<file path="config.mk">
export PLATFORM = sky130hd
export DESIGN_NAME = pgbs_regs
export DESIGN_NICKNAME = d
export VERILOG_FILES = /design/src/pgbs_pkg.sv /design/src/pgbs_regs.sv
export SDC_FILE = /design/constraint.sdc
export NUM_CORES = 1
export LEC_CHECK = 0
export ABC_AREA = 1
export BUFFER_PORTS_ARGS = -buffer_cell sky130_fd_sc_hd__buf_2
export CORE_MARGIN = 1.5
export CORE_UTILIZATION = 43
export CTS_CLUSTER_SIZE = 20
export DETAILED_ROUTE_END_ITERATION = 8
export PLACE_DENSITY = 0.8
export SKIP_LAST_GASP = 1
export SLEW_MARGIN = 20
export SYNTH_ARGS = -nofsm -noshare
export SYNTH_HDL_FRONTEND = slang
export SYNTH_SLANG_ARGS = --single-unit
</file>
<file path="constraint.sdc">
create_clock -name clk -period 1 [get_ports clk]
set_clock_uncertainty 0.1 [all_clocks]
set_input_delay 0.1 -clock clk [delete_from_list [all_inputs] [get_ports clk]]
set_output_delay 0.1 -clock clk [all_outputs]
set_load 0.02 [all_outputs]
</file>
<file path="src/pgbs_pkg.sv">
// Shared constants, command codes and control types for the gravity step.
// No dependencies.
`default_nettype none
package pgbs_pkg;

  localparam int MAX_CENTERS_DEF = 8;

  localparam int POS_W     = 32;
  localparam int GM_W      = 31;
  localparam int TS_W      = 17;
  localparam int SR_W      = 16;
  localparam int OUT_CNT_W = 4;
  localparam int MAG_W     = 32;
  localparam int SUM_W     = 66;
  localparam int ROOT_W    = 33;
  localparam int NUM_W     = 64;
  localparam int ENTRY_W   = 3 * POS_W + GM_W;

  localparam int SQRT_ITERS = ROOT_W;
  localparam int DIV_ITERS  = NUM_W;
  localparam int ITER_W     = 7;

  localparam logic [1:0] OP_CLEAR  = 2'd0;
  localparam logic [1:0] OP_APPEND = 2'd1;
  localparam logic [1:0] OP_STEP   = 2'd2;

  localparam logic [TS_W-1:0] TS_RESET = 17'd3277;
  localparam logic [SR_W-1:0] SR_RESET = 16'd66;

  localparam logic REG_TS = 1'b0;
  localparam logic REG_SR = 1'b1;

  localparam logic [4:0] CMD_NOP       = 5'd0;
  localparam logic [4:0] CMD_ACCEPT    = 5'd1;
  localparam logic [4:0] CMD_START     = 5'd2;
  localparam logic [4:0] CMD_READ      = 5'd3;
  localparam logic [4:0] CMD_DIFF      = 5'd4;
  localparam logic [4:0] CMD_SQMUL     = 5'd5;
  localparam logic [4:0] CMD_SQADD     = 5'd6;
  localparam logic [4:0] CMD_ROOTINIT  = 5'd7;
  localparam logic [4:0] CMD_ROOTSTEP  = 5'd8;
  localparam logic [4:0] CMD_SKIP      = 5'd9;
  localparam logic [4:0] CMD_DIV1LOAD  = 5'd10;
  localparam logic [4:0] CMD_DIVSTEP   = 5'd11;
  localparam logic [4:0] CMD_DIV2LOAD  = 5'd12;
  localparam logic [4:0] CMD_CLAMP     = 5'd13;
  localparam logic [4:0] CMD_PMUL      = 5'd14;
  localparam logic [4:0] CMD_PDIVLOAD  = 5'd15;
  localparam logic [4:0] CMD_PACC      = 5'd16;
  localparam logic [4:0] CMD_NEXT      = 5'd17;
  localparam logic [4:0] CMD_AMUL      = 5'd18;
  localparam logic [4:0] CMD_VADD      = 5'd19;
  localparam logic [4:0] CMD_VMUL      = 5'd20;
  localparam logic [4:0] CMD_PADD      = 5'd21;
  localparam logic [4:0] CMD_OUT       = 5'd22;

  typedef struct packed {
    logic [4:0] code;
    logic [1:0] axis;
  } pgbs_cmd_t;

  typedef struct packed {
    logic step_item;
    logic at_end;
    logic skip;
  } pgbs_stat_t;

endpackage
`default_nettype wire

</file>
<file path="src/pgbs_regs.sv">
// APB configuration registers: time step and softening radius.
// Depends on pgbs_pkg.
`default_nettype none
module pgbs_regs
  import pgbs_pkg::*;
(
  input  wire logic             clk,
  input  wire logic             rst,
  input  wire logic             psel,
  input  wire logic             penable,
  input  wire logic             pwrite,
  input  wire logic [2:0]       paddr,
  input  wire logic [31:0]      pwdata,
  output logic      [31:0]      prdata,
  output logic                  pready,
  output logic      [TS_W-1:0]  time_step,
  output logic      [SR_W-1:0]  softening_radius
);

  logic wr;

  assign wr     = psel & penable & pwrite;
  assign pready = 1'b1;

  always_ff @(posedge clk) begin
    if (rst) begin
      time_step        <= TS_RESET;
      softening_radius <= SR_RESET;
    end else if (wr) begin
      unique case (paddr[2])
        REG_TS: time_step        <= pwdata[TS_W-1:0];
        REG_SR: softening_radius <= pwdata[SR_W-1:0];
        default: ;
      endcase
    end
  end

  always_comb begin
    unique case (paddr[2])
      REG_TS:  prdata = {{(32-TS_W){1'b0}}, time_step};
      REG_SR:  prdata = {{(32-SR_W){1'b0}}, softening_radius};
      default: prdata = '0;
    endcase
  end

endmodule
`default_nettype wire

</file>
### Word level (Yosys, flattened, before mapping)

Index checks and enable logic that the tools add are counted.

| cells by class | value |
|---|---|
| bitwise gates (word level) | 3 |
| reduce and logical (&&, ||, !) cells | 2 |
| mux-type cells | 1 |

Operator list:

| operator | count |
|---|---|
| $pmux W32 S2 | 1 |
| $reduce_and A2 Y1 | 2 |
| $and A1 B1 Y1 | 2 |
| $not A1 Y1 | 1 |

| storage, ports and cells | value |
|---|---|
| word-level logic and storage cells | 8 |
| register bits after elaboration | 33 |
| output and inout bits | 66 |

### Depth between registers and ports, before layout

Gate-level depths: netlist of the first run.

| logic depth | value |
|---|---|
| depth in word-level cells | 3 |
| depth in mapped cells | 6 |
| depth with buffers taken out | 5 |

### Least setup slack after synthesis of the first run

OpenSTA, ideal clock, no wires.

| timing path | value |
|---|---|
| kind | reg-to-output |
| from | register time_step[16] |
| to | output port prdata[16] |
| buffers on the path | 0 |
| cell stages (with the launch flop) | 3 |
| setup slack | 18 ps |
| arrival | 782 ps |
| data required time | 800 ps |
| path through | dfxtp_1 > inv_1 > nor2_1 |

| on the way | value |
|---|---|
| word-level cells in the longest chain between the ends | 1 |

RTL lines:

| what | RTL line | source |
|---|---|---|
| from (decl) | pgbs_regs.sv:16 | `output logic [TS_W-1:0] time_step,` |
| from (signal assigned) | pgbs_regs.sv:31 | `REG_TS: time_step <= pwdata[TS_W-1:0];` |
| $pmux W32 S2 | pgbs_regs.sv:39 | `unique case (paddr[2])` |
| to (decl) | pgbs_regs.sv:14 | `output logic [31:0] prdata,` |

No other way between the ends. The select of a mux whose other input is x is not followed.

### Final worst setup path of the first run

| timing path | value |
|---|---|
| from | register softening_radius[5] |
| to | output port prdata[5] |

| on the way | value |
|---|---|
| word-level cells in the longest chain between the ends | 1 |

RTL lines:

| what | RTL line | source |
|---|---|---|
| from (decl) | pgbs_regs.sv:17 | `output logic [SR_W-1:0] softening_radius` |
| from (signal assigned) | pgbs_regs.sv:32 | `REG_SR: softening_radius <= pwdata[SR_W-1:0];` |
| $pmux W32 S2 | pgbs_regs.sv:39 |  |

No other way between the ends. The select of a mux whose other input is x is not followed.

==> reports/qor.log, run 1 <==
INFO  run_status     run_status=finished, violations left
INFO  run_status     violations=setup timing
INFO  timing         report.final.slew_viol_count=0
INFO  timing         tns=-1064ps
INFO  placed_design  place_worst_setup_slack=-66.14ps
INFO  synthesis      ys_ff_latch=33
INFO  synthesis      post_synth_instance_area=1727um^2
INFO  floorplanning  fp-row-count=22
INFO  cts            cts-root-buf=clkbuf_8
INFO  timing         layout_worst_path_cycle_share=109.1%
INFO  timing         total_setup_violations_reported_at_the_end_of_the_flow=17
INFO  global_routing global_route_wire_length_before_repair=7.189mm
INFO  flow_run       max_cap_violations=0
INFO  floorplanning  placeableCoreArea=3771um^2
INFO  floorplanning  die_x_extent=66.37um
INFO  placed_design  detailed_place.area=2101um^2
INFO  floorplanning  ioPinCount=106
INFO  cts            cts_tree=yes
INFO  cells_and_area layout-area-overhead-vs-synth=47.03%
INFO  timing         fin_crit=1091ps
INFO  cells_and_area final_cell_area=2539um^2
INFO  routing        drtPass1Iterations=4
INFO  cts            cts_buffer_depth=2
INFO  routing        first_iter_violations=89
INFO  synthesis      synth-warning-count=0
INFO  setup_path     worst-path-max-fanout=3
INFO  setup_path     worst_setup_path_end_kind=primary output
INFO  setup_path     worst-r2r-cell-count=4
INFO  routing        post_drt_wl_per_cell=11.50um
INFO  power_and_ir_drop power_per_cell_area=1232nW/um^2
INFO  cells_and_area drive_above_1_share=40.69%
INFO  timing         final_hold_viol_count=0
INFO  timing         rsz0062_at_grt=yes
INFO  cells_and_area final_cell_count_no_fill=397
INFO  routing        drcViolationCount=0
INFO  cells_and_area diodes=0
INFO  timing         fmax=0.9163GHz
INFO  cells_and_area nNetsFinal=389
INFO  global_routing grt_max_degree=34
INFO  cts            htree_num_levels=2
INFO  routing        ant_nets=0
INFO  setup_path     timing.critical_path.required=800ps
INFO  synthesis      distinct_cell_type_count_of_the_synthesized_netlist=18
INFO  placed_design  dp_hpwl=2.898mm
INFO  global_routing grt_pass1_vias=1655
INFO  setup_path     timing.critical_path.arrival=890ps
INFO  cts            clk-insertion-delay-late=280ps
INFO  placed_design  placed_cells=378
INFO  power_and_ir_drop ir_drop=0.9558mV
INFO  min_path       hp-class=in -> reg
INFO  routing        drt-vias-per-instance=4.685
INFO  min_path       min_delay_path_depth=5
INFO  synthesis      yosysSeqAreaShare=38.26%
INFO  routing        detailroute.via_count=1860
INFO  synthesis      synthesis.instances=263
INFO  floorplanning  initial_utilization=45.79%
INFO  power_and_ir_drop p_leak=1.363nW
INFO  global_routing grt-ovfl-total=0
INFO  timing         post-route-worst-setup-slack=-91.30ps
INFO  floorplanning  floorplan.die_area=4404um^2
INFO  floorplanning  die_height=66.37um
INFO  synthesis      synth_area_per_cell=6.565um^2
INFO  synthesis      yosys-top-cells-area=dfxtp_1, nand2_1, nor2_1
INFO  placed_design  gpl.final_weighted_congestion=0.7561
INFO  synthesis      synth_largest_area_cell=dfxtp_1
INFO  setup_path     critical_path_class=reg -> out
INFO  cts            cts-buffers-inserted=5
INFO  synthesis      synth_largest_type_area_fraction=38.26%
INFO  cts            numClockSinks=33
INFO  routing        routed_wirelength=4.565mm
INFO  cts            clk_pin_slew=70ps
INFO  placed_design  numPortBuffers=72
INFO  global_routing antenna_found_initial=0
INFO  cells_and_area fillCellCount=339
INFO  setup_path     cp-start-kind=register
INFO  timing         whs=44.52ps
INFO  global_routing track_usage=21.54%
[power breakdown]
group          internal, mW  total (mW)  switching [mW]  leakage, nW
registers              1.37        1.41          0.0372        0.276
logic                 0.293       0.706           0.413         1.04
clock network         0.546        1.01           0.469       0.0443
total                  2.21        3.13           0.919         1.36
[per-layer routing]
layer,vias up,routed length (um),track usage [%]
met2,76,2383,39.25
met5,-,0,0
met3,6,324,6.985
li1,931,-,-
met1,847,1799,23.17
met4,0,57,7.143
[layout by cell type, fill, tap and decap left out]
cell	n
nor2_4	1
clkbuf_1	1
inv_1	17
buf_6	18
inv_2	2
nand3_4	1
nand2_1	83
nand2_2	10
nor2_1	49
buf_12	3
conb_1	16
nor2_8	2
buf_2	28
buf_4	37
dlygate4sd3_1	8
dfxtp_2	33
inv_4	1
clkbuf_8	6
nand3_1	33
[state kept, by name, summed over array words and instances (netlist names)]
name	count
softening_radius	16
time_step	17
[worst max-delay path, stage by stage (launching register included)]
cell,delay (ps)
dfxtp_2,340
nand2_1,50
nand2_1,90
buf_6,130
[cells by family after synthesis]
group | after synthesis | share of synthesized area, %
simple gates | 179 | 44.57
buf+inv | 49 | 16.74
flops | 33 | 38.26
other cells | 2 | 0.4349
[through the flow]
step	total power [mW]	util (%)
2_1_floorplan	1.855	-
3_3_place_gp	2.001	55.71
3_5_place_dp	2.010	55.71
4_1_cts	3.100	64.33
5_1_grt	3.278	67.32
6_report	3.128	67.32
[synthesized netlist by cell type (all sizes together)]
cell	instances
buf	27
clkbuf	2
conb	2
nor2	52
inv	20
nand3	34
dfxtp	33
nand2	93
[worst paths after layout]
check / startpoint / to / slack (ps)
setup / recovery: softening_radius[5] / prdata[5] / -90
hold / removal: pwdata[16] / time_step[16] / 40
setup reg to reg: softening_radius[15] / softening_radius[15] / 80
hold reg to reg: softening_radius[6] / softening_radius[6] / 360
[cell type report]
cell class / instances / area (um^2) / share of cell area, %
clock buffers: 7 / 86.33 / 3.401
repair buffers: 94 / 760.7 / 29.97
flip-flops and latches: 33 / 701.9 / 27.65
inverters: 20 / 77.57 / 3.056
multi-input cells: 195 / 852.1 / 33.56
well taps: 48 / 60.06 / 2.366
[timing repair]
item | in CTS | in global routing
pin swaps | 16 | 12
gates cloned | 0 | 0
setup buffers | 2 | 2
endpoints found under the setup margin | 49 | 48
resized for setup | 66 | 40
hold endpoints to repair | 9 | 0
hold buffers | 8 | 0
(Power assumes the default switching activity.)
==> run 2, diff against run 1 <==
--- a/config.mk
+++ b/config.mk
@@ -12,6 +12,7 @@
 export CTS_CLUSTER_SIZE = 20
 export DETAILED_ROUTE_END_ITERATION = 8
 export PLACE_DENSITY = 0.8
+export RECOVER_POWER = 25
 export SKIP_LAST_GASP = 1
 export SLEW_MARGIN = 20
 export SYNTH_ARGS = -nofsm -noshare
==> run 2 against run 1 <==
The flow still finishes with violations (setup timing). Worst hold slack is essentially flat. Power decreased by 0.13%. Via count is 0.11% lower. Clock-buffer cell count unchanged. Non-clock buffer count is the same. Combinational power fell by 0.6%. Core utilization is 0.30 points lower. Die area is the same. Critical path type unchanged. Critical endpoint unchanged.
==> reports/qor.log, run 2 (same netlist as run 1, synthesis figures left out) <==
INFO  run_status     run_status=finished, violations left
INFO  run_status     violations=setup timing
INFO  floorplanning  fp-row-count=22
INFO  global_routing antenna_found_initial=0
INFO  setup_path     timing.critical_path.required=800ps
INFO  placed_design  numPortBuffers=72
INFO  placed_design  placed_cells=378
INFO  setup_path     timing.critical_path.slowest_cell_delay=340ps
INFO  cells_and_area diodes=0
INFO  cells_and_area layout_common_cells=nand2_1, nor2_1, buf_4
INFO  setup_path     timing.critical_path.slowest_stage_cell=dfxtp_2
INFO  floorplanning  placeableCoreArea=3771um^2
INFO  power_and_ir_drop power_per_cell_area=1236nW/um^2
INFO  cts            clk_pin_slew=70ps
INFO  routing        ant_nets=0
INFO  cells_and_area layout-area-overhead-vs-synth=46.38%
INFO  cells_and_area final_common_cell=nand2_1
INFO  floorplanning  die_height=66.37um
INFO  cells_and_area fillCellCount=342
INFO  setup_path     cp.buffers_inverters=1
INFO  routing        detailroute.via_count=1858
INFO  routing        routed_wirelength=4.601mm
INFO  routing        drt-vias-per-instance=4.680
INFO  floorplanning  initial_utilization=45.79%
INFO  power_and_ir_drop ir_drop=0.9525mV
INFO  setup_path     worst-path-max-fanout=3
INFO  placed_design  dp_hpwl=2.898mm
INFO  cells_and_area largest_register_ffs=17
INFO  cts            cts-root-buf=clkbuf_8
INFO  floorplanning  ioPinCount=106
INFO  power_and_ir_drop p_leak=1.358nW
INFO  flow_run       max_cap_violations=0
INFO  setup_path     cp-start-kind=register
INFO  min_path       hp-class=in -> reg
INFO  cells_and_area reg.largest.list=time_step: 17 flops, softening_radius: 16 flops
INFO  setup_path     worst_setup_path_end_kind=primary output
INFO  cells_and_area nNetsFinal=389
INFO  global_routing grt-ovfl-total=0
INFO  cts            cts-buffers-inserted=5
INFO  global_routing global_route_wire_length_before_repair=7.189mm
INFO  setup_path     crit_path_cell_trace=nand2_1 -> nand2_1 -> buf_6
INFO  setup_path     critical_path_class=reg -> out
INFO  routing        post_drt_wl_per_cell=11.59um
INFO  global_routing track_usage=21.54%
INFO  timing         fmax=0.9135GHz
INFO  cts            htree_num_levels=2
INFO  floorplanning  die_x_extent=66.37um
INFO  timing         fin_crit=1095ps
INFO  setup_path     timing.critical_path.arrival=890ps
INFO  timing         post-route-worst-setup-slack=-94.73ps
INFO  timing         report.final.slew_viol_count=0
INFO  cts            cts_buffer_depth=2
INFO  global_routing grt_max_degree=34
INFO  routing        drcViolationCount=0
INFO  setup_path     worst_path_most_repeated_cell=nand2_1
INFO  cts            numClockSinks=33
INFO  cells_and_area drive_above_1_share=40.40%
INFO  cells_and_area registers.top_by_ff_count=time_step
INFO  floorplanning  floorplan.die_area=4404um^2
INFO  timing         layout_worst_path_cycle_share=109.5%
INFO  routing        drtPass1Iterations=4
INFO  cells_and_area final_util=67.02%
INFO  timing         final_hold_viol_count=0
INFO  timing         total_setup_violations_reported_at_the_end_of_the_flow=17
INFO  cts            cts_tree=yes
INFO  timing         rsz0062_at_grt=yes
INFO  placed_design  gpl.final_weighted_congestion=0.7561
INFO  global_routing grt_pass1_vias=1655
INFO  cts            clk-insertion-delay-late=280ps
INFO  setup_path     cp_top_family=flip-flops
INFO  routing        first_iter_violations=86
INFO  cells_and_area final_cell_count_no_fill=397
[run 2: path summary, 6_finish.rpt]
path | slack, ps | start | endpoint | depth (start not counted)
worst min register to register | 360 | softening_radius[6] | softening_radius[6] | 2
worst max register to register | 90 | softening_radius[15] | softening_radius[15] | 4
worst max-delay path | -90 | softening_radius[5] | prdata[5] | 3
worst min-delay path | 40 | pwdata[16] | time_step[16] | 5
[run 2: per-layer routing]
metal | track usage (%) | vias up | wire, um
met5 | 0 | - | 0
met4 | 7.143 | 0 | 57
met3 | 6.985 | 6 | 312
met2 | 39.25 | 67 | 2395
met1 | 23.17 | 853 | 1835
li1 | - | 932 | -
[run 2: power breakdown]
group,switching (mW),internal (mW)
Combinational,0.412,0.290
Clock,0.469,0.546
Sequential,0.0372,1.37
[run 2: repair_timing]
| action | CTS | global route |
|---|---|---|
| endpoints found under the hold margin | 9 | 0 |
| resized for setup | 66 | 40 |
| cloned | 0 | 0 |
| hold buffers | 8 | 0 |
| setup buffers | 2 | 2 |
| pin swaps | 16 | 12 |
| setup endpoints to repair | 49 | 48 |
[run 2: per-stage QoR]
stage	setup WS (ps)	TNS (ps)	total power [mW]	instance area (um^2)	hold slack (ps)
floorplan	18.34	0	1.855	1779	126.1
global placement	-45.21	-727.2	2.001	2101	228.0
detailed placement	-66.14	-1210	2.010	2101	235.7
CTS	-82.89	-1056	3.100	2426	42.01
global route	-135.1	-2311	3.274	2527	77.60
finish	-94.73	-1061	3.124	2527	44.44
[run 2: layout make-up]
cell class              instances  area [um^2]  area share [%]
flip-flops and latches         33        701.9           27.77
well taps                      48        60.06           2.376
inverters                      20        77.57           3.069
clock buffers                   7        86.33           3.416
multi-input cells             195        847.1           33.51
repair buffers                 94        754.5           29.85
[run 2: worst register-to-register path: stages, from the launching register on]
cell and delay (ps):
dfxtp_2 320, buf_4 120, buf_4 120, nor2_1 90, nor2_1 50
