## src/pgbs_pkg.sv

```systemverilog
// Shared constants, command codes and control types for the gravity step.
// No dependencies.
`default_nettype none
package pgbs_pkg;

  localparam int MAX_CENTERS_DEF = 8;

  localparam int POS_W     = 32;
  localparam int GM_W      = 31;
  localparam int TS_W      = 17;
  localparam int SR_W      = 16;
  localparam int OUT_CNT_W = 4;
  localparam int MAG_W     = 32;
  localparam int SUM_W     = 66;
  localparam int ROOT_W    = 33;
  localparam int NUM_W     = 64;
  localparam int ENTRY_W   = 3 * POS_W + GM_W;

  localparam int SQRT_ITERS = ROOT_W;
  localparam int DIV_ITERS  = NUM_W;
  localparam int ITER_W     = 7;

  localparam logic [1:0] OP_CLEAR  = 2'd0;
  localparam logic [1:0] OP_APPEND = 2'd1;
  localparam logic [1:0] OP_STEP   = 2'd2;

  localparam logic [TS_W-1:0] TS_RESET = 17'd3277;
  localparam logic [SR_W-1:0] SR_RESET = 16'd66;

  localparam logic REG_TS = 1'b0;
  localparam logic REG_SR = 1'b1;

  localparam logic [4:0] CMD_NOP       = 5'd0;
  localparam logic [4:0] CMD_ACCEPT    = 5'd1;
  localparam logic [4:0] CMD_START     = 5'd2;
  localparam logic [4:0] CMD_READ      = 5'd3;
  localparam logic [4:0] CMD_DIFF      = 5'd4;
  localparam logic [4:0] CMD_SQMUL     = 5'd5;
  localparam logic [4:0] CMD_SQADD     = 5'd6;
  localparam logic [4:0] CMD_ROOTINIT  = 5'd7;
  localparam logic [4:0] CMD_ROOTSTEP  = 5'd8;
  localparam logic [4:0] CMD_SKIP      = 5'd9;
  localparam logic [4:0] CMD_DIV1LOAD  = 5'd10;
  localparam logic [4:0] CMD_DIVSTEP   = 5'd11;
  localparam logic [4:0] CMD_DIV2LOAD  = 5'd12;
  localparam logic [4:0] CMD_CLAMP     = 5'd13;
  localparam logic [4:0] CMD_PMUL      = 5'd14;
  localparam logic [4:0] CMD_PDIVLOAD  = 5'd15;
  localparam logic [4:0] CMD_PACC      = 5'd16;
  localparam logic [4:0] CMD_NEXT      = 5'd17;
  localparam logic [4:0] CMD_AMUL      = 5'd18;
  localparam logic [4:0] CMD_VADD      = 5'd19;
  localparam logic [4:0] CMD_VMUL      = 5'd20;
  localparam logic [4:0] CMD_PADD      = 5'd21;
  localparam logic [4:0] CMD_OUT       = 5'd22;

  typedef struct packed {
    logic [4:0] code;
    logic [1:0] axis;
  } pgbs_cmd_t;

  typedef struct packed {
    logic step_item;
    logic at_end;
    logic skip;
  } pgbs_stat_t;

endpackage
`default_nettype wire

```

## src/pgbs_ctrl.sv

```systemverilog
// Controller state machine: sequences the datapath and owns the handshakes.
// Depends on pgbs_pkg.
`default_nettype none
module pgbs_ctrl
  import pgbs_pkg::*;
(
  input  wire logic       clk,
  input  wire logic       rst,
  input  wire logic       in_valid,
  output logic            in_ready,
  output logic            out_valid,
  input  wire logic       out_ready,
  input  wire pgbs_stat_t stat,
  output pgbs_cmd_t       cmd
);

  localparam logic [4:0] ST_IDLE   = 5'd0;
  localparam logic [4:0] ST_START  = 5'd1;
  localparam logic [4:0] ST_LOOP   = 5'd2;
  localparam logic [4:0] ST_DIFF   = 5'd3;
  localparam logic [4:0] ST_SQMUL  = 5'd4;
  localparam logic [4:0] ST_SQADD  = 5'd5;
  localparam logic [4:0] ST_RINIT  = 5'd6;
  localparam logic [4:0] ST_ROOT   = 5'd7;
  localparam logic [4:0] ST_CHK    = 5'd8;
  localparam logic [4:0] ST_DIV1   = 5'd9;
  localparam logic [4:0] ST_DIV2L  = 5'd10;
  localparam logic [4:0] ST_DIV2   = 5'd11;
  localparam logic [4:0] ST_CLAMP  = 5'd12;
  localparam logic [4:0] ST_PMUL   = 5'd13;
  localparam logic [4:0] ST_PDL    = 5'd14;
  localparam logic [4:0] ST_PDIV   = 5'd15;
  localparam logic [4:0] ST_PACC   = 5'd16;
  localparam logic [4:0] ST_NEXT   = 5'd17;
  localparam logic [4:0] ST_AMUL   = 5'd18;
  localparam logic [4:0] ST_VADD   = 5'd19;
  localparam logic [4:0] ST_VMUL   = 5'd20;
  localparam logic [4:0] ST_PADD   = 5'd21;
  localparam logic [4:0] ST_DONE   = 5'd22;

  localparam logic [ITER_W-1:0] ROOT_LAST = ITER_W'(SQRT_ITERS - 1);
  localparam logic [ITER_W-1:0] DIV_LAST  = ITER_W'(DIV_ITERS - 1);

  logic [4:0]        state, state_next;
  logic [1:0]        axis, axis_next;
  logic [ITER_W-1:0] iter, iter_next;
  logic              out_valid_next;

  assign in_ready = (state == ST_IDLE);

  always_comb begin
    state_next     = state;
    axis_next      = axis;
    iter_next      = iter;
    cmd.code       = CMD_NOP;
    cmd.axis       = axis;
    out_valid_next = out_ready ? 1'b0 : out_valid;
    unique case (state)
      ST_IDLE: begin
        if (in_valid) begin
          cmd.code = CMD_ACCEPT;
          if (stat.step_item) state_next = ST_START;
        end
      end
      ST_START: begin
        cmd.code   = CMD_START;
        state_next = ST_LOOP;
      end
      ST_LOOP: begin
        axis_next = 2'd0;
        if (stat.at_end) begin
          state_next = ST_AMUL;
        end else begin
          cmd.code   = CMD_READ;
          state_next = ST_DIFF;
        end
      end
      ST_DIFF: begin
        cmd.code   = CMD_DIFF;
        state_next = ST_SQMUL;
      end
      ST_SQMUL: begin
        cmd.code   = CMD_SQMUL;
        state_next = ST_SQADD;
      end
      ST_SQADD: begin
        cmd.code = CMD_SQADD;
        if (axis == 2'd2) begin
          axis_next  = 2'd0;
          state_next = ST_RINIT;
        end else begin
          axis_next  = axis + 2'd1;
          state_next = ST_SQMUL;
        end
      end
      ST_RINIT: begin
        cmd.code   = CMD_ROOTINIT;
        iter_next  = '0;
        state_next = ST_ROOT;
      end
      ST_ROOT: begin
        cmd.code  = CMD_ROOTSTEP;
        iter_next = iter + 1'b1;
        if (iter == ROOT_LAST) state_next = ST_CHK;
      end
      ST_CHK: begin
        iter_next = '0;
        if (stat.skip) begin
          cmd.code   = CMD_SKIP;
          state_next = ST_LOOP;
        end else begin
          cmd.code   = CMD_DIV1LOAD;
          state_next = ST_DIV1;
        end
      end
      ST_DIV1: begin
        cmd.code  = CMD_DIVSTEP;
        iter_next = iter + 1'b1;
        if (iter == DIV_LAST) state_next = ST_DIV2L;
      end
      ST_DIV2L: begin
        cmd.code   = CMD_DIV2LOAD;
        iter_next  = '0;
        state_next = ST_DIV2;
      end
      ST_DIV2: begin
        cmd.code  = CMD_DIVSTEP;
        iter_next = iter + 1'b1;
        if (iter == DIV_LAST) state_next = ST_CLAMP;
      end
      ST_CLAMP: begin
        cmd.code   = CMD_CLAMP;
        axis_next  = 2'd0;
        state_next = ST_PMUL;
      end
      ST_PMUL: begin
        cmd.code   = CMD_PMUL;
        state_next = ST_PDL;
      end
      ST_PDL: begin
        cmd.code   = CMD_PDIVLOAD;
        iter_next  = '0;
        state_next = ST_PDIV;
      end
      ST_PDIV: begin
        cmd.code  = CMD_DIVSTEP;
        iter_next = iter + 1'b1;
        if (iter == DIV_LAST) state_next = ST_PACC;
      end
      ST_PACC: begin
        cmd.code = CMD_PACC;
        if (axis == 2'd2) begin
          state_next = ST_NEXT;
        end else begin
          axis_next  = axis + 2'd1;
          state_next = ST_PMUL;
        end
      end
      ST_NEXT: begin
        cmd.code   = CMD_NEXT;
        state_next = ST_LOOP;
      end
      ST_AMUL: begin
        cmd.code   = CMD_AMUL;
        state_next = ST_VADD;
      end
      ST_VADD: begin
        cmd.code   = CMD_VADD;
        state_next = ST_VMUL;
      end
      ST_VMUL: begin
        cmd.code   = CMD_VMUL;
        state_next = ST_PADD;
      end
      ST_PADD: begin
        cmd.code = CMD_PADD;
        if (axis == 2'd2) begin
          state_next = ST_DONE;
        end else begin
          axis_next  = axis + 2'd1;
          state_next = ST_AMUL;
        end
      end
      ST_DONE: begin
        if (!out_valid || out_ready) begin
          cmd.code       = CMD_OUT;
          out_valid_next = 1'b1;
          state_next     = ST_IDLE;
        end
      end
      default: state_next = ST_IDLE;
    endcase
  end

  always_ff @(posedge clk) begin
    if (rst) begin
      state     <= ST_IDLE;
      axis      <= 2'd0;
      iter      <= '0;
      out_valid <= 1'b0;
    end else begin
      state     <= state_next;
      axis      <= axis_next;
      iter      <= iter_next;
      out_valid <= out_valid_next;
    end
  end

endmodule
`default_nettype wire

```

## config.mk

```make
export PLATFORM = sky130hd
export DESIGN_NAME = pgbs_ctrl
export DESIGN_NICKNAME = d
export VERILOG_FILES = /design/src/pgbs_pkg.sv /design/src/pgbs_ctrl.sv
export SDC_FILE = /design/constraint.sdc
export NUM_CORES = 1
export LEC_CHECK = 0
export BUFFER_PORTS_ARGS = -buffer_cell sky130_fd_sc_hd__buf_2
export CELL_PAD_IN_SITES_DETAIL_PLACEMENT = 1
export CELL_PAD_IN_SITES_GLOBAL_PLACEMENT = 2
export CORE_MARGIN = 2
export CORE_UTILIZATION = 32
export DETAILED_ROUTE_END_ITERATION = 8
export GPL_ROUTABILITY_DRIVEN = 0
export GPL_TIMING_DRIVEN = 0
export PLACE_DENSITY_LB_ADDON = 0.1
export SLEW_MARGIN = 10
export SYNTH_ARGS = -nofsm -noshare
export SYNTH_HDL_FRONTEND = slang
export SYNTH_SLANG_ARGS = --single-unit
```

## constraint.sdc

```tcl
create_clock -name clk -period 2.2 [get_ports clk]
set_input_delay 0.33 -clock clk [delete_from_list [all_inputs] [get_ports clk]]
set_output_delay 0.33 -clock clk [all_outputs]
set_load 0.1 [all_outputs]
```

==> Word level (Yosys, flattened, before mapping) <==
Cells that the tools add are included.
{ "word_totals": {"out_inout_bits": 9, "ff_bits": 15, "word_cells": 77} }
{ "op_classes": {"n_reduce_logical": 13, "muxes": 25, "eq_ne": 33, "n_addsub": 2} }
{ "op_table": {"columns": ["cell", "n"], "rows": [
  ["case mux 5 bit (22 select lines)", 1],
  ["case mux 5 bit (21 select lines)", 1],
  ["2-to-1 mux 5 bit", 10],
  ["== test 5 x 4 -> 1 bit, second input constant", 8],
  ["== test 5 bit, second input constant", 7],
  ["== test 5 x 3 -> 1 bit, second input constant", 4],
  ["== test 7 x 6 -> 1 bit, second input constant", 2],
  ["inequality test 2 bit, second input constant", 7],
  ["case mux 7 bit (2 select lines)", 1],
  ["== test 5 x 2 -> 1 bit, second input constant", 2],
  ["2-to-1 mux 2 bit", 5],
  ["OR reduction 4 bit", 2],
  ["adder 7 x 1 -> 7 bit, second input constant", 1],
  ["AND reduction 7 bit", 1],
  ["case mux 2 bit (3 select lines)", 1],
  ["OR reduction 2 bit", 3],
  ["== test 5 x 1 -> 1 bit, second input constant", 1],
  ["logical NOT 5 bit", 1],
  ["2-to-1 mux 1 bit", 4],
  ["2-to-1 mux 4 bit", 1],
  ["2-to-1 mux 3 bit", 1],
  ["nonzero test 3 bit", 1],
  ["OR reduction 3 bit", 1],
  ["adder 2 x 1 -> 2 bit, second input constant", 1],
  ["6 further kinds", 6]
]} }

==> Longest topological paths before layout <==
Gate-level depths: netlist of run 1.
{ "depth": {"depth_word": 4, "ltp_mapped": 7, "mapped_depth_nobuf": 7} }

==> Least setup slack after synthesis of run 1 <==
No wires, ideal clock.
{ "synth_timing": {"path_type": "flip-flop to output port", "start": "register state[2]", "end": "output cmd[4] (netlist bit)", "slack_ps": -1207, "arrival_ps": 3077, "path_stages_with_launch": 5, "t_required_ps": 1870, "path_cell_list": "dfxtp_1 clkbuf_1 clkbuf_1 a22oi_1 o21ai_0"} }
{ "synth_lines": {"columns": ["item", "line", "rtl"], "rows": [
  ["from (decl)", "pgbs_ctrl.sv:44", "logic [4:0] state, state_next;"],
  ["from (signal assigned)", "pgbs_ctrl.sv:202", "state <= state_next;"],
  ["to (decl)", "pgbs_ctrl.sv:14", "output pgbs_cmd_t cmd"]
]} }

==> summary.md, run 1 <==
| Metric | Value |
|---|---|
| Status | `complete, no violations` |
| Site Rows | `23` |
| H-Tree Depth | `1` |
| P_int | `0.9293 mW` |
| Net Sw Frac | `between 50% and 60%` |
| Number of max-cap violations | `0` |
| Bufs and invs on worst path | `3` |
| Clock Sinks | `15` |
| F_max | `roughly 460 MHz` |
| Die Area | `roughly 4700 um^2` |
| Placed insts | `around 260` |
| Via-to-Cell Ratio | `just under 6` |
| Adder-cell share of the synthesized area | `around 4.6%` |
| Seq pwr share | `between 15 and 20%` |
| Net count after synthesis | `between 200 and 250` |
| CP endpoint kind | `output pin` |
| Largest family of logic cells by synthesized area | `simple AND/OR/NAND/NOR gates` |
| 1st-pass router iterations | `4` |
| Layout Skew | `~0.0013 ns` |
| Synthesized area per cell | `6.953 um^2` |
| Logic pwr share | `between 70% and 80%` |
| Drc violations | `0` |
| GR Overflow Total | `0` |
| Clk pwr share | `between 10% and 20%` |
| Layout cells sized above 1 | `between 20% and 30%` |
| Yosys reg bits | `15` |
| Die H | `around 69 um` |
| Cell Area, Synth | `1349 um^2` |
| Pin count of the biggest net entering global routing | `11` |
| Initial antenna violation count | `0` |
| Syn-to-layout area delta | `28.29%` |
| Xor/xnor share of the synthesized area | `0.6494%` |
| Compound-gate portion of the synthesized area | `between 30% and 40%` |
| Max Root-Sink Buffers | `2` |
| Top-level port count | `16` |
| CTS tree | `yes` |
| Share of flip-flops with an asynchronous set or reset | `0%` |
| # fillers | `~510` |
| Pwr dens | `1206 nW/um^2` |
| CP cell instances | `buf_8 -> buf_8 -> a22oi_2 -> a2bb2oi_2 -> nor2_2 -> or3_4 -> buf_12` |
| Total wire length | `around 4700 um` |
| Non-Filler Instances | `~270` |
| Post-synth cell types | `45` |
| Net Sw Power | `1.157 mW` |
| Final Hold Fails | `0` |
| Routed len/inst | `between 15 and 20 um` |
| WP data arrival | `1.84 ns` |
| Mux cell area share after synthesis | `roughly 1.5%` |
| Post-synth EDFFs | `0` |
| Vias in the first global route | `~1.5k` |
| First-pass GRT wire length | `between 7000 and 8000 um` |
| CP top delay family | `buffers and inverters` |
| Worst EP required | `between 1.5 and 2 ns` |
| Most frequent CP cell | `buf_8` |
| Vias | `around 1.5k` |
| Slew Viols, Final | `0` |
| Post-Synth Simple-Gate Area | `between 30% and 40%` |
| Die X-Extent | `68.92 um` |
| GR Util All Layers | `between 20% and 30%` |
| HP Class | `input pin to register` |
| Antenna viol nets, final | `0` |
| Post-synthesis cell count | `between 150 and 200` |
| Max Fanout on Critical Path | `10` |
| Synth warn | `0` |
| Maximum VDD drop | `a little over 0.5 mV` |
| Worst skew pair latency | `approximately 0.24 ns` |
| Leakage | `between 0.6 and 0.7 nW` |
| # hold bufs at CTS | `0` |
| Setup violations, final | `0` |
| Starting DRT DRC Count | `90` |
| Dominant synthesized flop cell | `dfxtp_1` |
| Post-layout minimum cycle time | `2.174 ns` |
| # diodes | `0` |
| Tcrit/Tclk final | `between 90% and 100%` |
| Worst Tran Pin Value | `about 0.48 ns` |
| Initial Utilization | `between 30% and 40%` |
| Nets | `230` |
| WS Path Type | `register to output pin` |
| Slowest cell delay on critical path | `around 0.37 ns` |
| HPWL Detailed | `3590 um` |
| Worst setup SP type | `register` |
| Slowest CP cell | `or3_4` |
| Count of input and output buffers | `15` |
| RSZ-0062 raised after global routing | `yes` |
| Final Util | `between 40% and 50%` |
| CTS buffer count | `3` |
| Clock root buffer | `clkbuf_8` |
| Seq/Total Area, Yosys | `22.26%` |
| Core Region | `4029 um^2` |
| Hold slack | `about 0.32 ns` |
| Slew margin rel. | `around 68%` |
| Clk pin slew, worst setup/hold paths | `roughly 0.06 ns` |
[flip-flops by register name, indices dropped and copies added (netlist names)]
register   flops
axis           2
iter           7
out_valid      1
state          5
[stage by stage]
step | instance area (um^2) | TNS, ns | setup slack [ns] | total power [mW]
after floorplan | 1358 | -0.4538 | -0.4538 | 1.398
after global placement | 1495 | -0.1526 | -0.09384 | 1.634
after detailed placement | 1495 | -0.1640 | -0.08458 | 1.657
after CTS | 1637 | -0.0002010 | -0.0002010 | 2.024
after global routing | 1730 | -0.01194 | -0.01194 | 2.205
final | 1730 | 0 | 0.02647 | 2.086
[area by class of cell]
cell class | count | area [um^2] | area share (%)
Multi-Input combinational cell | 156 | 1016 | 58.71
Sequential cell | 15 | 314.1 | 18.15
Timing Repair Buffer | 20 | 138.9 | 8.026
Buffer | 13 | 120.1 | 6.941
Tap cell | 50 | 62.56 | 3.615
Clock buffer | 4 | 45.04 | 2.603
Inverter | 9 | 33.78 | 1.952
[cell usage in the layout, fill, tap and decap left out, types with 4 or more instances in the layout]
cell type / count
a22oi_1: 4
nand2b_1: 5
a211oi_1: 5
o21ai_0: 10
nand3_1: 10
buf_4: 10
ha_1: 5
buf_2: 12
nor2b_1: 7
inv_1: 9
dfxtp_1: 10
buf_8: 4
a21oi_1: 15
nand2_1: 22
nor3_1: 5
nor2_1: 15
[cells in the mapped netlist, drive strengths merged, types with 3 or more instances]
master	count	area, um^2
nand2	22	82.58
nor2	17	63.81
a21oi	16	80.08
dfxtp	15	300.3
o21ai	11	55.05
nand3	10	50.05
buf	9	45.04
inv	9	33.78
nor2b	9	56.30
nand2b	6	37.54
a211oi	5	37.54
a22oi	5	37.54
clkbuf	5	18.77
ha	5	62.56
nor3	5	25.02
a221oi	3	26.28
a32oi	3	26.28
and3	3	18.77
nand3b	3	22.52
o22ai	3	18.77
or2	3	18.77
or3b	3	26.28
[path summary, 6_finish.rpt]
kind,slack [ns],from,cells after the start,to
worst max-delay path,0.03,state[3],7,cmd[2]
worst min-delay path,0.32,rst,2,state[2]
worst max register to register,0.25,state[3],7,axis[0]
worst min register to register,0.50,iter[0],2,iter[0]
[power by group through the flow]
stage	Clock [mW]	Sequential [mW]	Combinational, mW
after floorplan	0	0.390	1.01
after global placement	0	0.340	1.29
after detailed placement	0	0.344	1.31
after CTS	0.233	0.345	1.45
after global routing	0.247	0.365	1.59
final	0.221	0.363	1.50
[logic make-up (layout without fill, tap and decap cells)]
family / count (synthesis) / after routing
AND/OR/NAND/NOR: 88 / 88
AO/OA/AOI/OAI: 60 / 60
buffers and inverters: 23 / 46
flip-flops: 15 / 15
adder cells (fa/ha/maj): 5 / 5
multiplexers: 2 / 2
XOR/XNOR: 1 / 1
[worst reg2reg max path, stage by stage, from the launching register on]
cell and delay [ns]:
dfxtp_4 0.36, buf_8 0.14, buf_4 0.13, or3b_1 0.44, a21oi_1 0.27, nor3_1 0.12, a221oi_1 0.27, a211oi_1 0.10
[metal layers]
layer  track usage [%]  part of all wire, %  vias to the layer above  wire length (um)
met4             5.882                  1.3                        0                59
met5                 0                    0                        -                 0
li1                  -                    -                      748                 -
met1             25.98                   45                      769              2139
met2             37.74                   51                       21              2407
met3             1.623                  2.3                        6               108
[timing repair]
| item | 4_1_cts | 5_1_grt |
|---|---|---|
| setup buffers | 0 | 5 |
| cloned | 0 | 0 |
| setup endpoints to repair | 5 | 3 |
| gates resized for setup | 32 | 23 |
| pin swaps | 0 | 4 |
| endpoints found under the hold margin | 0 | 0 |
(Power assumes the default switching activity.)
==> run 2: changes to the inputs <==
--- a/config.mk
+++ b/config.mk
@@ -5,11 +5,12 @@
 export SDC_FILE = /design/constraint.sdc
 export NUM_CORES = 1
 export LEC_CHECK = 0
+export ABC_AREA = 1
 export BUFFER_PORTS_ARGS = -buffer_cell sky130_fd_sc_hd__buf_2
 export CELL_PAD_IN_SITES_DETAIL_PLACEMENT = 1
 export CELL_PAD_IN_SITES_GLOBAL_PLACEMENT = 2
 export CORE_MARGIN = 2
-export CORE_UTILIZATION = 32
+export CORE_UTILIZATION = 29
 export DETAILED_ROUTE_END_ITERATION = 8
 export GPL_ROUTABILITY_DRIVEN = 0
 export GPL_TIMING_DRIVEN = 0
==> summary.md, run 2 <==
| Metric | Value |
|---|---|
| Slowest CP cell | `dfxtp_2` |
| Pwr dens | `972.1 nW/um^2` |
| Worst Tran Pin Value | `~0.55 ns` |
| Slew margin rel. | `a little under two thirds` |
| Initial antenna violation count | `0` |
| Biggest regs | `iter x7, state x5, axis x2` |
| Count of input and output buffers | `15` |
| Share of the synthesized area in the top cell type | `a little under a quarter` |
| Vias | `~1.6k` |
| Die X-Extent | `a little over 70 um` |
| Syn-to-layout area delta | `22.13%` |
| Final instance area | `1623 um^2` |
| Die Area | `about 5100 um^2` |
| Total Power | `between 1.5 and 2 mW` |
| RSZ-0062 raised after global routing | `yes` |
| Largest Register | `iter` |
| H-Tree Depth | `1` |
| First-pass GRT wire length | `roughly 7200 um` |
| HPWL Detailed | `~3600 um` |
| F_max | `slightly below 500 MHz` |
| Non-Filler Instances | `312` |
| Top post-synthesis cells by area | `dfxtp_1, nand2_1, nor2_1, inv_1, nand3_1` |
| CP endpoint kind | `output pin` |
| Final Hold Fails | `0` |
| Synthesized area per cell | `~5.5 um^2` |
| CP cell instances | `inv_1 -> nor2_1 -> nand2_1 -> o21ai_0 -> nor3b_1 -> nand4_1 -> buf_6` |
| Nets | `approximately 270` |
| Total wire length | `between 4000 and 5000 um` |
| Pin count of the biggest net entering global routing | `11` |
| Clock Sinks | `15` |
| Setup violations, final | `0` |
| Core Region | `roughly 4400 um^2` |
| WP data arrival | `about 1.7 ns` |
| Number of max-cap violations | `0` |
| Via-to-Cell Ratio | `4.978` |
| Initial Utilization | `30.31%` |
| Cell with the most instances after synthesis | `nand2_1` |
| Clock root buffer | `clkbuf_8` |
| Post-layout minimum cycle time | `between 2 and 2.5 ns` |
| Max Root-Sink Buffers | `2` |
| WS Path Type | `register to output pin` |
| FF-to-FF path depth | `7` |
| Cell Area, Synth | `about 1300 um^2` |
| Yosys top cell by area | `dfxtp_1` |
| Layout Skew | `0.006730 ns` |
| Worst skew pair latency | `~0.25 ns` |
| # hold bufs at CTS | `0` |
| DP Area | `roughly 1500 um^2` |
| Clk pin slew, worst setup/hold paths | `~0.060 ns` |
| Hold slack | `0.2611 ns` |
| Layout cells sized above 1 | `between 10% and 20%` |
| Routed len/inst | `14.04 um` |
| Slew Viols, Final | `0` |
| Post-synth cell types | `23` |
| Yosys reg bits | `15` |
| Post-synthesis cell count | `241` |
| 1st-pass router iterations | `4` |
| Max Fanout on Critical Path | `7` |
| Placed insts | `just over 300` |
| Commonest non-fill, non-tap cells in the layout | `nand2_1, nor2_1, inv_1` |
| CTS buffer count | `3` |
| Tcrit/Tclk final | `between 90 and 100%` |
| # Post-CTS Setup Buffers | `0` |
| Synth cell count leaders | `nand2_1, nor2_1, inv_1, nand3_1, dfxtp_1` |
| Top-level port count | `16` |
| GR Util All Layers | `~18%` |
| Maximum VDD drop | `0.5288 mV` |
| Site Rows | `24` |
| Most common cell after layout, fill and taps aside | `nand2_1` |
| Leakage | `about 0.83 nW` |
| Synth warn | `0` |
| Max FFs per register | `7` |
| Die H | `71.69 um` |
| Dominant synthesized flop cell | `dfxtp_1` |
| Vias in the first global route | `approximately 1.5k` |
| CTS tree | `yes` |
| Worst EP required | `about 1.9 ns` |
| Worst setup SP type | `register` |
| # fillers | `602` |
| Status | `complete, no violations` |
| Net count after synthesis | `between 200 and 300` |
| GR Overflow Total | `0` |
| Antenna viol nets, final | `0` |
| Slowest cell delay on critical path | `around 0.43 ns` |
| Starting DRT DRC Count | `slightly above 100` |
| Share of flip-flops with an asynchronous set or reset | `0%` |
| HP Class | `input pin to register` |
| Seq/Total Area, Yosys | `22.60%` |
| Post-synth EDFFs | `0` |
| # diodes | `0` |
| Cells on Worst Hold Path | `2` |
| Drc violations | `0` |
[run 2: cell families after synthesis]
group                    share of synthesized area [%]
adder cells (fa/ha/maj)                          4.708
buffers and inverters                            10.73
XOR/XNOR                                        0.6593
flip-flops                                       22.60
AO/OA/AOI/OAI                                    11.30
AND/OR/NAND/NOR                                  50.00
[run 2: final timing paths]
check / startpoint / to / slack (ns)
setup reg to reg: iter[1] / state[1] / 0.58
hold reg to reg: iter[6] / iter[6] / 0.48
setup / recovery: state[0] / cmd[3] / 0.14
hold / removal: rst / iter[1] / 0.26
[run 2: worst max-delay path, delay by kind of cell (launching register included)]
family / cells / cell delay [ns]
simple gates: 4 / 0.45
compound gates: 1 / 0.25
buf+inv: 2 / 0.34
flops: 1 / 0.43
[run 2: layer usage]
layer,track usage [%],vias up,share of wire (%)
li1,-,803,-
met4,5.660,0,2.0
met1,23.79,720,47
met5,0,-,0
met3,2.532,8,2.6
met2,29.53,22,48
[run 2: timing repair]
item,CTS,global route
setup endpoints to repair,5,5
pin swaps,0,1
resized for setup,7,16
[run 2: stage by stage]
stage	setup WS (ns)	TNS, ns	utilization, %
final	0.1415	0	37.01
after floorplan	0.009834	0	-
after detailed placement	0.005012	0	34.22
after CTS	0.01147	0	35.64
after global routing	-0.05063	-0.05063	37.01
after global placement	-0.02190	-0.02190	34.22
[run 2: where the power goes]
part	leakage, nW	total [mW]	switching [mW]	internal, mW
logic	0.684	0.997	0.744	0.252
clock network	0.0228	0.228	0.0993	0.128
registers	0.124	0.353	0.0497	0.303
[run 2: final cells by class]
type	instances	area (um^2)	share of cell area [%]
Buffer	2	18.77	1.157
Sequential cell	15	310.3	19.12
Multi-Input combinational cell	189	933.4	57.52
Tap cell	52	65.06	4.009
Inverter	35	138.9	8.558
Timing Repair Buffer	15	111.4	6.862
Clock buffer	4	45.04	2.776
==> run 3: changes to the inputs <==
--- a/config.mk
+++ b/config.mk
@@ -10,11 +10,12 @@
 export CELL_PAD_IN_SITES_DETAIL_PLACEMENT = 1
 export CELL_PAD_IN_SITES_GLOBAL_PLACEMENT = 2
 export CORE_MARGIN = 2
-export CORE_UTILIZATION = 29
+export CORE_UTILIZATION = 26
 export DETAILED_ROUTE_END_ITERATION = 8
 export GPL_ROUTABILITY_DRIVEN = 0
 export GPL_TIMING_DRIVEN = 0
 export PLACE_DENSITY_LB_ADDON = 0.1
+export REMOVE_ABC_BUFFERS = 1
 export SLEW_MARGIN = 10
 export SYNTH_ARGS = -nofsm -noshare
 export SYNTH_HDL_FRONTEND = slang
==> constraint.sdc (replaced) <==
create_clock -name clk -period 1.69 [get_ports clk]
set_input_delay 0.2535 -clock clk [delete_from_list [all_inputs] [get_ports clk]]
set_output_delay 0.2535 -clock clk [all_outputs]
set_load 0.1 [all_outputs]
==> summary.md, run 3 (same netlist as run 2, synthesis figures left out) <==
| Metric | Value |
|---|---|
| Clock root buffer | `clkbuf_8` |
| Total wire length | `approximately 5200 um` |
| Net Sw Frac | `54.31%` |
| HP Class | `input pin to register` |
| Vias | `about 1.7k` |
| CP cell instances | `buf_6 -> nor2_4 -> nand3b_1 -> o21ai_1 -> inv_1 -> nand4_1 -> buf_12` |
| GR Overflow Total | `0` |
| First-pass GRT wire length | `approximately 7900 um` |
| Count of input and output buffers | `15` |
| Die Area | `~5700 um^2` |
| # hold bufs at CTS | `0` |
| Routed len/inst | `roughly 15 um` |
| Seq pwr share | `between 20% and 30%` |
| Number of max-cap violations | `0` |
| Pin count of the biggest net entering global routing | `13` |
| CP top delay family | `simple AND/OR/NAND/NOR gates` |
| Logic pwr share | `about two thirds` |
| Final setup margin | `-0.2311 ns` |
| Total Power | `around 2.4 mW` |
| GR Util All Layers | `around 18%` |
| Worst EP required | `between 1 and 1.5 ns` |
| Clock Sinks | `15` |
| Initial antenna violation count | `0` |
| WS Path Type | `register to output pin` |
| Worst setup SP type | `register` |
| Tcrit/Tclk final | `113.7%` |
| Worst skew pair latency | `around 0.25 ns` |
| Drc violations | `0` |
| CP endpoint kind | `output pin` |
| Slowest cell delay on critical path | `between 0.3 and 0.4 ns` |
| HPWL Detailed | `between 3000 and 4000 um` |
| Status | `finished, violations left` |
| Setup violations, final | `5` |
| Syn-to-layout area delta | `58.10%` |
| Final Util | `between 40% and 50%` |
| H-Tree Depth | `1` |
| Slew Viols, Final | `0` |
| Max Root-Sink Buffers | `2` |
| Largest Register | `iter` |
| Hold slack | `about 0.32 ns` |
| Commonest non-fill, non-tap cells in the layout | `nand2_1, nor2_1, inv_1` |
| # diodes | `0` |
| P_int | `between 1 and 1.5 mW` |
| Slew margin rel. | `68.02%` |
| Die H | `around 75 um` |
| Via-to-Cell Ratio | `around 4.7` |
| Leakage | `roughly 1.0 nW` |
| F_max | `around 520 MHz` |
| Pre-CTS WS | `-0.4974 ns` |
| Setup TNS after final layout | `-0.7651 ns` |
| Pwr dens | `approximately 1100 nW/um^2` |
| Maximum VDD drop | `around 0.55 mV` |
| Die X-Extent | `~75 um` |
| 1st-pass router iterations | `4` |
| Nets | `300` |
| Top-level port count | `16` |
| Worst Tran Pin Value | `between 0.4 and 0.5 ns` |
| Vias in the first global route | `1650` |
| Site Rows | `26` |
| Layout Skew | `between 0.004 and 0.005 ns` |
| Bufs and invs on worst path | `3` |
| Max FFs per register | `7` |
| Clk pin slew, worst setup/hold paths | `0.06 ns` |
| Slowest CP cell | `dfxtp_4` |
| Initial Utilization | `about a quarter` |
| CTS buffer count | `3` |
| Max Fanout on Critical Path | `8` |
| Failing checks | `setup timing` |
| CTS tree | `yes` |
| Final Hold Fails | `0` |
| Biggest regs | `iter x7, state x5, axis x2` |
| RSZ-0062 raised after global routing | `yes` |
| Starting DRT DRC Count | `approximately 110` |
| Core Region | `5010 um^2` |
| Net Sw Power | `roughly 1.3 mW` |
| Most common cell after layout, fill and taps aside | `nand2_1` |
| Antenna viol nets, final | `0` |
| Post-layout minimum cycle time | `1.921 ns` |
| Layout cells sized above 1 | `around 37%` |
| Clk pwr share | `between 10% and 20%` |
| WP data arrival | `1.67 ns` |
-- run 3: cell types whose count changed in the layout (fill, tap and decap cells not counted), sizes merged --
| cell | change |
|---|---|
| nor2 | +1 |
| buf | +27 |
| clkbuf | -1 |
-- run 3: repair_timing --
item / in CTS / in global routing
endpoints found under the setup margin: 19 / 20
pin swaps: 15 / 20
hold endpoints to repair: 0 / 0
gates resized for setup: 72 / 32
setup buffers: 17 / 11
cloned: 0 / 1
-- run 3: worst paths after layout --
path / startpoint / end / slack (ns) / cells after the start
setup / recovery: state[4] / cmd[3] / -0.23 / 7
hold reg to reg: iter[6] / iter[6] / 0.48 / 2
hold / removal: out_ready / out_valid / 0.32 / 4
setup reg to reg: state[1] / iter[2] / 0.01 / 12
-- run 3: cell type report --
| class | count | area, um^2 |
|---|---|---|
| tap | 70 | 87.58 |
| inverter | 35 | 146.4 |
| fill | 673 | 2909 |
| clock buffer | 4 | 45.04 |
| multi-input combinational | 190 | 1105 |
| sequential | 15 | 319.1 |
| timing repair buffer | 43 | 397.9 |
-- run 3: power by group through the flow --
stage	Sequential [mW]	Combinational, mW	Clock (mW)
after CTS	0.469	1.51	0.311
after global routing	0.489	1.71	0.320
final	0.479	1.59	0.290
after global placement	0.453	1.17	0
after floorplan	0.555	0.819	0
after detailed placement	0.453	1.17	0
-- run 3: per-stage QoR --
stage	instances	area, um^2
6_report	357	2101
2_1_floorplan	239	1318
5_1_grt	357	2101
4_1_cts	345	1902
3_5_place_dp	324	1480
3_3_place_gp	324	1480
-- run 3: layer usage --
layer / wire, um / global-route usage (%) / vias to the layer above
met5: 0 / 0 / -
met4: 151 / 6.043 / 0
met3: 91 / 1.455 / 13
met2: 2625 / 32.17 / 23
met1: 2311 / 23.40 / 789
li1: - / - / 867
-- run 3: worst min-delay path, stage by stage --
cell and delay (ns):
buf_2 0.07, inv_1 0.03, nand2_1 0.09, a21oi_1 0.07
